==> src/hdl/pp_pkg.sv <==
// shared constants and types for the polygon perimeter block
package pp_pkg;

  localparam int COORD_BITS_DEF = 16;
  localparam int FRAC_BITS_DEF  = 8;
  localparam int SUM_BITS       = 35;

  localparam logic [SUM_BITS-1:0] SUM_MAX = '1;

  typedef enum logic [3:0] {
    S_IDLE  = 4'b0001,
    S_ISSUE = 4'b0010,
    S_DRAIN = 4'b0100,
    S_OUT   = 4'b1000
  } state_t;

endpackage

==> src/hdl/pp_if.sv <==
// vertex and result channel interfaces
interface pp_vertex_if #(
  parameter int COORD_BITS = pp_pkg::COORD_BITS_DEF
) ();
  logic                         valid;
  logic                         ready;
  logic signed [COORD_BITS-1:0] x_coord;
  logic signed [COORD_BITS-1:0] y_coord;
  logic                         last_vertex;

  modport source (output valid, x_coord, y_coord, last_vertex, input ready);
  modport sink   (input valid, x_coord, y_coord, last_vertex, output ready);
endinterface

interface pp_result_if ();
  logic                          valid;
  logic                          ready;
  logic [pp_pkg::SUM_BITS-1:0]   perimeter;
  logic                          saturated;

  modport source (output valid, perimeter, saturated, input ready);
  modport sink   (input valid, perimeter, saturated, output ready);
endinterface

==> src/hdl/pp_cell.sv <==
// one digit step of the fixed-point square root
module pp_cell #(
  parameter int RW   = pp_pkg::COORD_BITS_DEF + pp_pkg::FRAC_BITS_DEF + 1,
  parameter int RADW = 2 * pp_pkg::COORD_BITS_DEF + 2
) (
  input  logic            clk,
  input  logic            rst,
  input  logic            in_valid,
  input  logic [RADW-1:0] rad_in,
  input  logic [RW-1:0]   root_in,
  input  logic [RW+1:0]   rem_in,
  output logic            out_valid,
  output logic [RADW-1:0] rad_out,
  output logic [RW-1:0]   root_out,
  output logic [RW+1:0]   rem_out
);
  localparam int REMW = RW + 2;

  logic [REMW-1:0] rem_sh;
  logic [REMW-1:0] trial;
  logic            take;

  always_comb begin
    rem_sh = {rem_in[REMW-3:0], rad_in[RADW-1 -: 2]};
    trial  = {root_in, 2'b01};
    take   = (rem_sh >= trial);
  end

  always_ff @(posedge clk) begin
    if (rst) begin
      out_valid <= 1'b0;
    end else begin
      out_valid <= in_valid;
    end
  end

  always_ff @(posedge clk) begin
    rad_out  <= {rad_in[RADW-3:0], 2'b00};
    root_out <= {root_in[RW-2:0], take};
    rem_out  <= take ? (rem_sh - trial) : rem_sh;
  end

endmodule

==> src/hdl/pp_root.sv <==
// squares, radicand sum and the chain of root cells
module pp_root #(
  parameter int COORD_BITS = pp_pkg::COORD_BITS_DEF,
  parameter int FRAC_BITS  = pp_pkg::FRAC_BITS_DEF
) (
  input  logic                                  clk,
  input  logic                                  rst,
  input  logic                                  in_valid,
  input  logic [COORD_BITS-1:0]                 adx,
  input  logic [COORD_BITS-1:0]                 ady,
  output logic                                  out_valid,
  output logic [COORD_BITS+FRAC_BITS:0]         out_root
);
  localparam int RW   = COORD_BITS + FRAC_BITS + 1;
  localparam int RADW = 2 * COORD_BITS + 2;
  localparam int SQW  = 2 * COORD_BITS;

  logic            sq_valid;
  logic [SQW-1:0]  sqx;
  logic [SQW-1:0]  sqy;
  logic            rad_valid;
  logic [RADW-1:0] rad;

  logic            c_valid [RW+1];
  logic [RADW-1:0] c_rad   [RW+1];
  logic [RW-1:0]   c_root  [RW+1];
  logic [RW+1:0]   c_rem   [RW+1];

  always_ff @(posedge clk) begin
    if (rst) begin
      sq_valid  <= 1'b0;
      rad_valid <= 1'b0;
    end else begin
      sq_valid  <= in_valid;
      rad_valid <= sq_valid;
    end
  end

  always_ff @(posedge clk) begin
    sqx <= SQW'(adx) * SQW'(adx);
    sqy <= SQW'(ady) * SQW'(ady);
    rad <= RADW'(sqx) + RADW'(sqy);
  end

  assign c_valid[0] = rad_valid;
  assign c_rad[0]   = rad;
  assign c_root[0]  = '0;
  assign c_rem[0]   = '0;

  for (genvar i = 0; i < RW; i++) begin : g_cell
    pp_cell #(
      .RW   (RW),
      .RADW (RADW)
    ) u_cell (
      .clk       (clk),
      .rst       (rst),
      .in_valid  (c_valid[i]),
      .rad_in    (c_rad[i]),
      .root_in   (c_root[i]),
      .rem_in    (c_rem[i]),
      .out_valid (c_valid[i+1]),
      .rad_out   (c_rad[i+1]),
      .root_out  (c_root[i+1]),
      .rem_out   (c_rem[i+1])
    );
  end

  assign out_valid = c_valid[RW];
  assign out_root  = c_root[RW];

endmodule

==> src/hdl/polygon_perimeter.sv <==
// polygon perimeter top level: vertex state, edge issue, sum and result register
// vertex flow: each edge passes the delta registers, the square and radicand registers and the
//   square root chain, one root cell per result bit; a closing vertex also sends the closing
//   edge, and the running sum goes to the result register once the chain has drained; the
//   chain is drained before the next vertex is taken
// reset: clears the vertex state, the running sum and the result valid flag
module polygon_perimeter #(
  parameter int COORD_BITS = pp_pkg::COORD_BITS_DEF,
  parameter int FRAC_BITS  = pp_pkg::FRAC_BITS_DEF
) (
  input  logic  clk,
  input  logic  rst,
  pp_vertex_if.sink   vtx,
  pp_result_if.source res
);
  import pp_pkg::*;

  localparam int RW = COORD_BITS + FRAC_BITS + 1;
  localparam int AW = ((RW > SUM_BITS) ? RW : SUM_BITS) + 1;

  state_t state;
  state_t state_next;

  logic signed [COORD_BITS-1:0] first_x;
  logic signed [COORD_BITS-1:0] first_y;
  logic signed [COORD_BITS-1:0] prev_x;
  logic signed [COORD_BITS-1:0] prev_y;
  logic [SUM_BITS-1:0]          length_sum;
  logic                         have_first;
  logic                         cur_last;
  logic                         had_first;
  logic [1:0]                   inflight;

  logic                  d_valid;
  logic [COORD_BITS-1:0] adx;
  logic [COORD_BITS-1:0] ady;

  logic                  issue;
  logic [COORD_BITS-1:0] ax_mag;
  logic [COORD_BITS-1:0] ay_mag;
  logic [COORD_BITS:0]   dx;
  logic [COORD_BITS:0]   dy;
  logic [COORD_BITS-1:0] ea_x;
  logic [COORD_BITS-1:0] ea_y;
  logic [COORD_BITS-1:0] eb_x;
  logic [COORD_BITS-1:0] eb_y;

  logic          root_valid;
  logic [RW-1:0] root;
  logic [AW-1:0] acc;

  logic accept;
  logic out_load;

  assign vtx.ready = (state == S_IDLE);
  assign accept    = vtx.valid && vtx.ready;
  assign out_load  = (state == S_OUT) && (!res.valid || res.ready);

  // edge endpoints: previous to new vertex, or closing edge back to the first
  always_comb begin
    if (state == S_IDLE) begin
      ea_x  = prev_x;
      ea_y  = prev_y;
      eb_x  = vtx.x_coord;
      eb_y  = vtx.y_coord;
      issue = accept && have_first;
    end else begin
      ea_x  = prev_x;
      ea_y  = prev_y;
      eb_x  = first_x;
      eb_y  = first_y;
      issue = (state == S_ISSUE) && cur_last && had_first;
    end
    dx     = {ea_x[COORD_BITS-1], ea_x} - {eb_x[COORD_BITS-1], eb_x};
    dy     = {ea_y[COORD_BITS-1], ea_y} - {eb_y[COORD_BITS-1], eb_y};
    ax_mag = dx[COORD_BITS] ? COORD_BITS'(~dx + 1'b1) : dx[COORD_BITS-1:0];
    ay_mag = dy[COORD_BITS] ? COORD_BITS'(~dy + 1'b1) : dy[COORD_BITS-1:0];
  end

  always_comb begin
    state_next = state;
    case (state)
      S_IDLE:  if (accept) state_next = S_ISSUE;
      S_ISSUE: state_next = S_DRAIN;
      S_DRAIN: begin
        if (inflight == 2'd0 && !root_valid) begin
          state_next = cur_last ? S_OUT : S_IDLE;
        end
      end
      S_OUT:   if (out_load) state_next = S_IDLE;
      default: state_next = S_IDLE;
    endcase
  end

  assign acc = AW'(length_sum) + AW'(root);

  always_ff @(posedge clk) begin
    if (rst) begin
      state      <= S_IDLE;
      first_x    <= '0;
      first_y    <= '0;
      prev_x     <= '0;
      prev_y     <= '0;
      length_sum <= '0;
      have_first <= 1'b0;
      cur_last   <= 1'b0;
      had_first  <= 1'b0;
      inflight   <= '0;
      d_valid    <= 1'b0;
      res.valid  <= 1'b0;
    end else begin
      state   <= state_next;
      d_valid <= issue;
      inflight <= inflight + 2'(issue) - 2'(root_valid);
      if (accept) begin
        prev_x    <= vtx.x_coord;
        prev_y    <= vtx.y_coord;
        cur_last  <= vtx.last_vertex;
        had_first <= have_first;
        if (!have_first) begin
          first_x    <= vtx.x_coord;
          first_y    <= vtx.y_coord;
          have_first <= 1'b1;
        end
      end
      if (root_valid) begin
        length_sum <= (acc > AW'(SUM_MAX)) ? SUM_MAX : acc[SUM_BITS-1:0];
      end
      if (out_load) begin
        length_sum <= '0;
        have_first <= 1'b0;
        res.valid  <= 1'b1;
      end else if (res.ready) begin
        res.valid  <= 1'b0;
      end
    end
  end

  always_ff @(posedge clk) begin
    adx <= ax_mag;
    ady <= ay_mag;
    if (out_load) begin
      res.perimeter <= length_sum;
      res.saturated <= (length_sum == SUM_MAX);
    end
  end

  pp_root #(
    .COORD_BITS (COORD_BITS),
    .FRAC_BITS  (FRAC_BITS)
  ) u_root (
    .clk       (clk),
    .rst       (rst),
    .in_valid  (d_valid),
    .adx       (adx),
    .ady       (ady),
    .out_valid (root_valid),
    .out_root  (root)
  );

  a_inflight_max: assert property (@(posedge clk) disable iff (rst)
    inflight != 2'd3)
    else $error("more than two edges in flight");

  a_root_in_drain: assert property (@(posedge clk) disable iff (rst)
    root_valid |-> (state == S_DRAIN))
    else $error("edge length arrived outside drain");

  a_sat_flag: assert property (@(posedge clk) disable iff (rst)
    res.valid |-> (res.saturated == (res.perimeter == SUM_MAX)))
    else $error("saturated flag disagrees with perimeter");

  a_clear_after_out: assert property (@(posedge clk) disable iff (rst)
    out_load |=> (!have_first && length_sum == '0))
    else $error("polygon state not cleared after result");

endmodule

==> src/flat_wrapper.sv <==
// flat-port wrapper written by rule: the top's interface ports become plain ports
module polygon_perimeter_flat import pp_pkg::*;
#(
  parameter int COORD_BITS = pp_pkg::COORD_BITS_DEF,
  parameter int FRAC_BITS  = pp_pkg::FRAC_BITS_DEF
)
  (clk, rst, vtx_valid, vtx_x_coord, vtx_y_coord, vtx_last_vertex, vtx_ready, res_valid, res_perimeter, res_saturated, res_ready);
  pp_vertex_if #(.COORD_BITS(COORD_BITS)) vtx_i ();
  pp_result_if res_i ();
  input  logic clk;
  input  logic rst;
  input wire logic [$bits(vtx_i.valid)-1:0] vtx_valid;
  input wire logic [$bits(vtx_i.x_coord)-1:0] vtx_x_coord;
  input wire logic [$bits(vtx_i.y_coord)-1:0] vtx_y_coord;
  input wire logic [$bits(vtx_i.last_vertex)-1:0] vtx_last_vertex;
  output wire logic [$bits(vtx_i.ready)-1:0] vtx_ready;
  output wire logic [$bits(res_i.valid)-1:0] res_valid;
  output wire logic [$bits(res_i.perimeter)-1:0] res_perimeter;
  output wire logic [$bits(res_i.saturated)-1:0] res_saturated;
  input wire logic [$bits(res_i.ready)-1:0] res_ready;
  assign vtx_i.valid = vtx_valid;
  assign vtx_i.x_coord = vtx_x_coord;
  assign vtx_i.y_coord = vtx_y_coord;
  assign vtx_i.last_vertex = vtx_last_vertex;
  assign vtx_ready = vtx_i.ready;
  assign res_valid = res_i.valid;
  assign res_perimeter = res_i.perimeter;
  assign res_saturated = res_i.saturated;
  assign res_i.ready = res_ready;
  polygon_perimeter #(.COORD_BITS(COORD_BITS), .FRAC_BITS(FRAC_BITS)) u_core (.clk(clk), .rst(rst), .vtx(vtx_i), .res(res_i));
endmodule
==> config.mk <==
export PLATFORM = sky130hd
export DESIGN_NAME = polygon_perimeter_flat
export DESIGN_NICKNAME = d
export VERILOG_FILES = /design/src/hdl/pp_pkg.sv /design/src/hdl/pp_if.sv /design/src/hdl/pp_cell.sv /design/src/hdl/pp_root.sv /design/src/hdl/polygon_perimeter.sv /design/src/flat_wrapper.sv
export SDC_FILE = /design/constraint.sdc
export NUM_CORES = 2
export LEC_CHECK = 0
export BUFFER_PORTS_ARGS = -buffer_cell sky130_fd_sc_hd__buf_2
export CORE_MARGIN = 2
export CORE_UTILIZATION = 25
export DETAILED_ROUTE_END_ITERATION = 10
export GPL_TIMING_DRIVEN = 0
export PLACE_DENSITY = 0.46
export SYNTH_ARGS = -nofsm -noshare
export SYNTH_HDL_FRONTEND = slang
export SYNTH_SLANG_ARGS = --single-unit
==> constraint.sdc <==
create_clock -name clk -period 14.9 [get_ports clk]
set_input_delay 2.235 -clock clk [delete_from_list [all_inputs] [get_ports clk]]
set_output_delay 2.235 -clock clk [all_outputs]
set_load 0.005 [all_outputs]
# After elaboration in Yosys (flattened, before gate mapping)
# Cells that the tools add are included.
[word_totals]
ff_bits = 1477
word_cells = 241
inputBits = 37
out_inout_bits = 38
[classes]
n_mul = 2
n_reduce_logical = 14
bitwise_logic = 3
n_eq_ne = 8
muxes = 37
magnitude_cmp = 26
n_addsub = 32
[ops]
columns = ["cell", "count"]
rows = [
  ["25-bit two-way mux", 23],
  ["16-bit by 16-bit multiplier with 32-bit output", 2],
  ["16-bit two-way mux", 4],
  ["35-bit by 25-bit adder with 36-bit output", 1],
  ["36-bit by 35-bit > comparator with 1-bit output, second input constant", 1],
  ["35-bit equality test, second input constant", 1],
  ["35-bit two-way mux", 1],
  ["16-bit by 16-bit subtractor with 17-bit output", 2],
  ["32-bit by 32-bit adder with 33-bit output", 1],
  ["16-bit by 1-bit adder with 16-bit output, second input constant", 2],
  ["16-bit inverter", 2],
  ["27-bit by 10-bit >= comparator with 1-bit output", 1],
  ["27-bit by 11-bit >= comparator with 1-bit output", 1],
  ["27-bit by 12-bit >= comparator with 1-bit output", 1],
  ["27-bit by 13-bit >= comparator with 1-bit output", 1],
  ["27-bit by 14-bit >= comparator with 1-bit output", 1],
  ["27-bit by 15-bit >= comparator with 1-bit output", 1],
  ["27-bit by 16-bit >= comparator with 1-bit output", 1],
  ["27-bit by 17-bit >= comparator with 1-bit output", 1],
  ["27-bit by 18-bit >= comparator with 1-bit output", 1],
  ["27-bit by 19-bit >= comparator with 1-bit output", 1],
  ["27-bit by 20-bit >= comparator with 1-bit output", 1],
  ["27-bit by 21-bit >= comparator with 1-bit output", 1],
  ["27-bit by 22-bit >= comparator with 1-bit output", 1],
  ["57 further kinds", 69],
]

# Depth between registers and ports, before layout
[depth]
ltp_word = 6
ltp_mapped = 26
mapped_depth_nobuf = 25

# Modules after synthesis
# Synthesis repeated with hierarchy kept, for this count alone.
[unflattened]
cells_unflattened = 12593
hier_area_um2 = 120175.3
[modules_own_cells]
columns = ["mod", "n_inst", "area_per_inst_um2", "seq_area_each_um2", "cells_each"]
rows = [
  ["pp_cell at u_core.u_root.g_cell[0].u_cell ...", 15, 3688.5, 1701.6, 398],
  ["pp_cell at u_core.u_root.g_cell[23].u_cell ...", 10, 3704.8, 1701.6, 352],
  ["pp_root", 1, 18257.5, 1941.9, 2013],
  ["polygon_perimeter", 1, 9541.7, 3923.8, 1090],
]

# Worst setup path after synthesis
# No wires, ideal clock.
[synth_path]
kind = "register to register"
startpoint = "reg u_core.ady[4]"
endpoint = "reg u_core.u_root.sqy[31]"
slack_ps = 8689
synth_period_minus_slack_ps = 6211
arrival_ps = 6090
setup_ps = 121
stages_incl_launch_ff = 23
n_path_buf = 2
required_ps = 14779
path_cell_list = "dfxtp_1 clkbuf_1 clkbuf_1 nand2_1 fa_1 fa_1 inv_1 fa_1 fa_1 fa_1 inv_1 fa_1 inv_1 ha_1 and3_1 nand3_1 or3b_2 a211oi_1 o221ai_1 o2111ai_1 a21o_1 a21oi_1 xnor2_1"
[synth_between]
elab_chain_len = 1
[synth_lines]
columns = ["element", "line_no", "source"]
rows = [
  ["start, declared", "polygon_perimeter.sv:36", "logic [COORD_BITS-1:0] ady;"],
  ["start signal, assigned", "polygon_perimeter.sv:141", "ady <= ay_mag;"],
  ["16-bit by 16-bit multiplier with 32-bit output", "pp_root.sv:41", "sqy <= SQW'(ady) * SQW'(ady);"],
  ["end signal, assigned", "pp_root.sv:41", ""],
  ["end, declared", "pp_root.sv:20", "logic [SQW-1:0] sqy;"],
]
# No other way between the ends.
# A chain may end at the register's enable or synchronous reset.

# Worst setup path after layout
# Same ends and word-level chain as after synthesis.

==> metrics.md <==
| Metric | Value |
|---|---|
| Post-Synthesis Cells | `7555` |
| Total congestion overflow | `0` |
| Post-route standard cell area excluding fillers | `roughly 83000 um^2` |
| GRT Util Overall | `between 10% and 20%` |
| Number of detailed-route iterations in the first pass | `5` |
| Initial core utilization | `between 20 and 30%` |
| Synthesized area per cell | `around 9.6 um^2` |
| Multi-input combinational cell area | `slightly below 40000 um^2` |
| Vert. Die Dim | `543 um` |
| Total length of routed wires | `~170 mm` |
| Maximum single-stage delay on the critical path | `just under 0.6 ns` |
| Part of the cycle the worst path needs | `about 51%` |
| Area of the core | `288000 um^2` |
| Die footprint | `295000 um^2` |
| Clk pin slew, worst setup/hold paths | `roughly 0.060 ns` |
| Area growth from synthesis to layout | `14.7%` |
| Estimated wirelength of the detail-placed design | `around 130 mm` |
| Pin count of the biggest net entering global routing | `35` |
| Routed wire length on met3 | `roughly 5.6 mm` |
| Total number of vias | `50500` |
| Number of buffers inserted by post-CTS setup repair | `0` |
| Headroom to the max-slew limit | `approximately 16%` |
| Post-placement worst setup slack | `~7.3 ns` |
| Skew final | `0.0298 ns` |
| Nets | `a little under 9000` |
| Sequential cell area | `around 29000 um^2` |
| Main area contributors after synthesis | `sky130_fd_sc_hd__dfxtp_1 39%, sky130_fd_sc_hd__ha_1 11%, sky130_fd_sc_hd__fa_1 9.3%` |
| Highest Signal Layer | `met4` |
| Cell-by-cell listing of the critical path | `clkbuf_1 -> clkbuf_1 -> nand2_1 -> fa_1 -> fa_1 -> inv_1 -> fa_1 -> fa_1 -> fa_1 -> inv_1 -> fa_1 -> inv_1 -> ha_1 -> and3_1 -> nand3_1 -> or3b_2 -> a211oi_1 -> o221ai_1 -> o2111ai_1 -> a21o_1 -> a21oi_1 -> xnor2_1` |
| Most numerous cell types in the synthesized netlist | `1415 x sky130_fd_sc_hd__dfxtp_1, 983 x sky130_fd_sc_hd__inv_1, 629 x sky130_fd_sc_hd__ha_1, 615 x sky130_fd_sc_hd__nand2_1, 455 x sky130_fd_sc_hd__a21oi_1` |
| Wire length of the first global-routing pass | `~270 mm` |
| Worst-margin pin slew | `1.24 ns` |
| Kind of critical path | `reg2reg` |
| Combined area of all synthesized cells | `just over 70000 um^2` |
| Via/cell ratio | `roughly 4.3` |
| Crit path buffers/inverters | `5` |
| Max-cap viol count | `0` |
| Quantity of gates resized following cts | `0` |
| RSZ-0062 raised after global routing | `no` |
| Crit path max fanout | `10` |
| Number of enable flip-flop cells after synthesis | `36` |
| Top-level port count | `75` |
| YS warnings | `0` |
| PnR worst setup slack | `between 7 and 8 ns` |
| Horizontal die dimension | `between 500 and 600 um` |
| Inserted Clock Buffers | `about 160` |
| Placer's final routability congestion estimate | `0.846` |
| Class of the tightest hold or removal check | `reg2reg` |
| WP data arrival | `approximately 8.3 ns` |
| Source of the worst hold timing path | `u_core.u_root.g_cell[7].u_cell.rad_out[26]` |
| Most common cell in the netlist | `sky130_fd_sc_hd__dfxtp_1` |
| Achievable Freq | `between 100 and 150 MHz` |
| Synthesis-stage register bit count | `between 1000 and 1500` |
| DRC violation total after the first TritonRoute iteration | `~2400` |
| Final routed DRC violation total | `0` |
| Fraction of layout cells with a size suffix above 1 | `between 5 and 6%` |
| Max-slew violation count | `0` |
| Insertion delay to the later sink of the worst-skew pair | `about 0.8 ns` |
| Average routed wire per standard cell | `about 14 um` |
| Number of global-route vias before repair | `52000` |
| Std cell rows | `between 150 and 200` |
| Post-layout min period | `7.62 ns` |
| Kind of start point of the critical path | `flip-flop` |
| Initial antenna violation count | `2` |
| Final-report hold violation count | `0` |
| Final number of setup-violating endpoints | `0` |
| Async set-or-reset flop fraction in the synthesized netlist | `0%` |
| Metal-1 WL | `approximately 75 mm` |
| Maximum root-to-sink buffer count | `3` |
| Cell family with most CP delay | `adder cells` |
| Clock sinks | `1451` |
| Fill cell instance count of the final layout | `between 30000 and 40000` |
| Post-CTS Hold Fix Bufs | `0` |
| Total length of routed met2 wires | `~81 mm` |
| Cell type with the largest total area after synthesis | `sky130_fd_sc_hd__dfxtp_1` |
| Sequential element share of the synthesized area | `between 40% and 50%` |
| Cell at the root of the clock tree | `sky130_fd_sc_hd__clkbuf_16` |
| Placed cell area | `roughly 80000 um^2` |
| Worst hold margin | `~0.31 ns` |
| Worst EP required | `15.60 ns` |
| Count of buffers inserted at the top-level ports | `74` |
| Run status | `finished, final reports clean` |
| Remaining antenna violation count | `0` |
| Worst reg2reg startpoint | `u_core.ady[4]` |
| Total nets after synthesis | `roughly 8600` |
| Cell occurring most often along the worst timing path | `sky130_fd_sc_hd__fa_1` |
| TritonCTS clock tree | `built` |
| Aggregate negative setup slack | `0 ns` |
| Capturing element type of the critical path | `flip-flop` |
| Synth Flop Type | `sky130_fd_sc_hd__dfxtp_1` |
| Cell with the biggest individual delay on the critical path | `sky130_fd_sc_hd__fa_1` |
| Count of distinct cell types in the synthesized netlist | `a little under 100` |
| Level count of the clock H-tree | `4` |
| Launching instance or port of the critical path | `u_core.ady[4]` |
| Synth top area share | `between 30% and 40%` |
[final timing paths]
path,to,slack (ns),cells past startpoint
hold reg to reg,u_core.u_root.g_cell[8].u_cell.rad_out[28],0.31,0
hold / removal,u_core.u_root.g_cell[8].u_cell.rad_out[28],0.31,0
setup / recovery,u_core.u_root.sqy[31],7.28,22
setup reg to reg,u_core.u_root.sqy[31],7.28,22
[cells in the final DEF (no fill, tap or decap), drive strengths merged, types with 94 or more instances in the layout]
| cell type | count |
|---|---|
| a21oi | 455 |
| fa | 338 |
| nor2 | 439 |
| inv | 993 |
| nor3 | 140 |
| clkbuf | 375 |
| dfxtp | 1415 |
| xnor2 | 321 |
| o21ai | 326 |
| and2 | 130 |
| nand2b | 94 |
| nand2 | 615 |
| a21o | 142 |
| ha | 629 |
| xor2 | 245 |
| o21a | 96 |
| buf | 96 |
[cell families after synthesis]
group                      synth area share, %
muxes                                     1.73
AOI/OAI and AO/OA                         11.9
and+or+nand+nor                           12.9
buffers and inverters                     5.92
DFF                                       40.5
adders and majority gates                 20.2
other                                  0.00517
xor gates and xnor gates                  6.83
[worst reg2reg max path, delay by kind of cell (launching register included)]
family	cells	cell delay [ns]
compound gates	5	1.31
xor+xnor	1	0.20
fa+ha+maj	7	3.53
buf+inv	5	1.16
flops	1	0.38
simple gates	4	0.96
[metal layers]
layer | track usage [%] | up-vias
met5 | 0 | -
met3 | 1.70 | 285
met4 | 3.93 | 0
met2 | 20.0 | 743
li1 | - | 25700
met1 | 14.1 | 23800
[registers in the layout, summed over array words and instances (netlist names), 31 cells and up]
name                                  cells
u_core.u_root.g_cell.u_cell.rem_out     554
u_core.u_root.g_cell.u_cell.root_out    325
u_core.u_root.g_cell.u_cell.rad_out     272
u_core.u_root.sqx                        31
u_core.length_sum                        35
u_core.res.perimeter                     35
u_core.u_root.rad                        33
u_core.u_root.sqy                        31
[cell type report]
| class | count | share of cell area, % |
|---|---|---|
| Antenna cell | 2 | 0.00601 |
| Sequential cell | 1451 | 35.3 |
| Buffer | 154 | 0.715 |
| Timing Repair Buffer | 75 | 0.469 |
| Clock inverter | 53 | 0.953 |
| Tap cell | 3781 | 5.68 |
| Clock buffer | 242 | 5.72 |
| Inverter | 986 | 4.44 |
| Multi-Input combinational cell | 4964 | 46.7 |
[per-stage QoR]
| step | util [%] | std cells |
|---|---|---|
| 2_1_floorplan | - | 7555 |
| 4_1_cts | 28.9 | 11700 |
| 5_1_grt | 28.9 | 11700 |
| 3_5_place_dp | 26.9 | 11400 |
| 6_report | 28.9 | 11700 |
| 3_3_place_gp | 26.9 | 11400 |
Power is left out: the tool's default activity adds up to more than one toggle a clock period on the data nets, which glitch-free logic cannot reach.
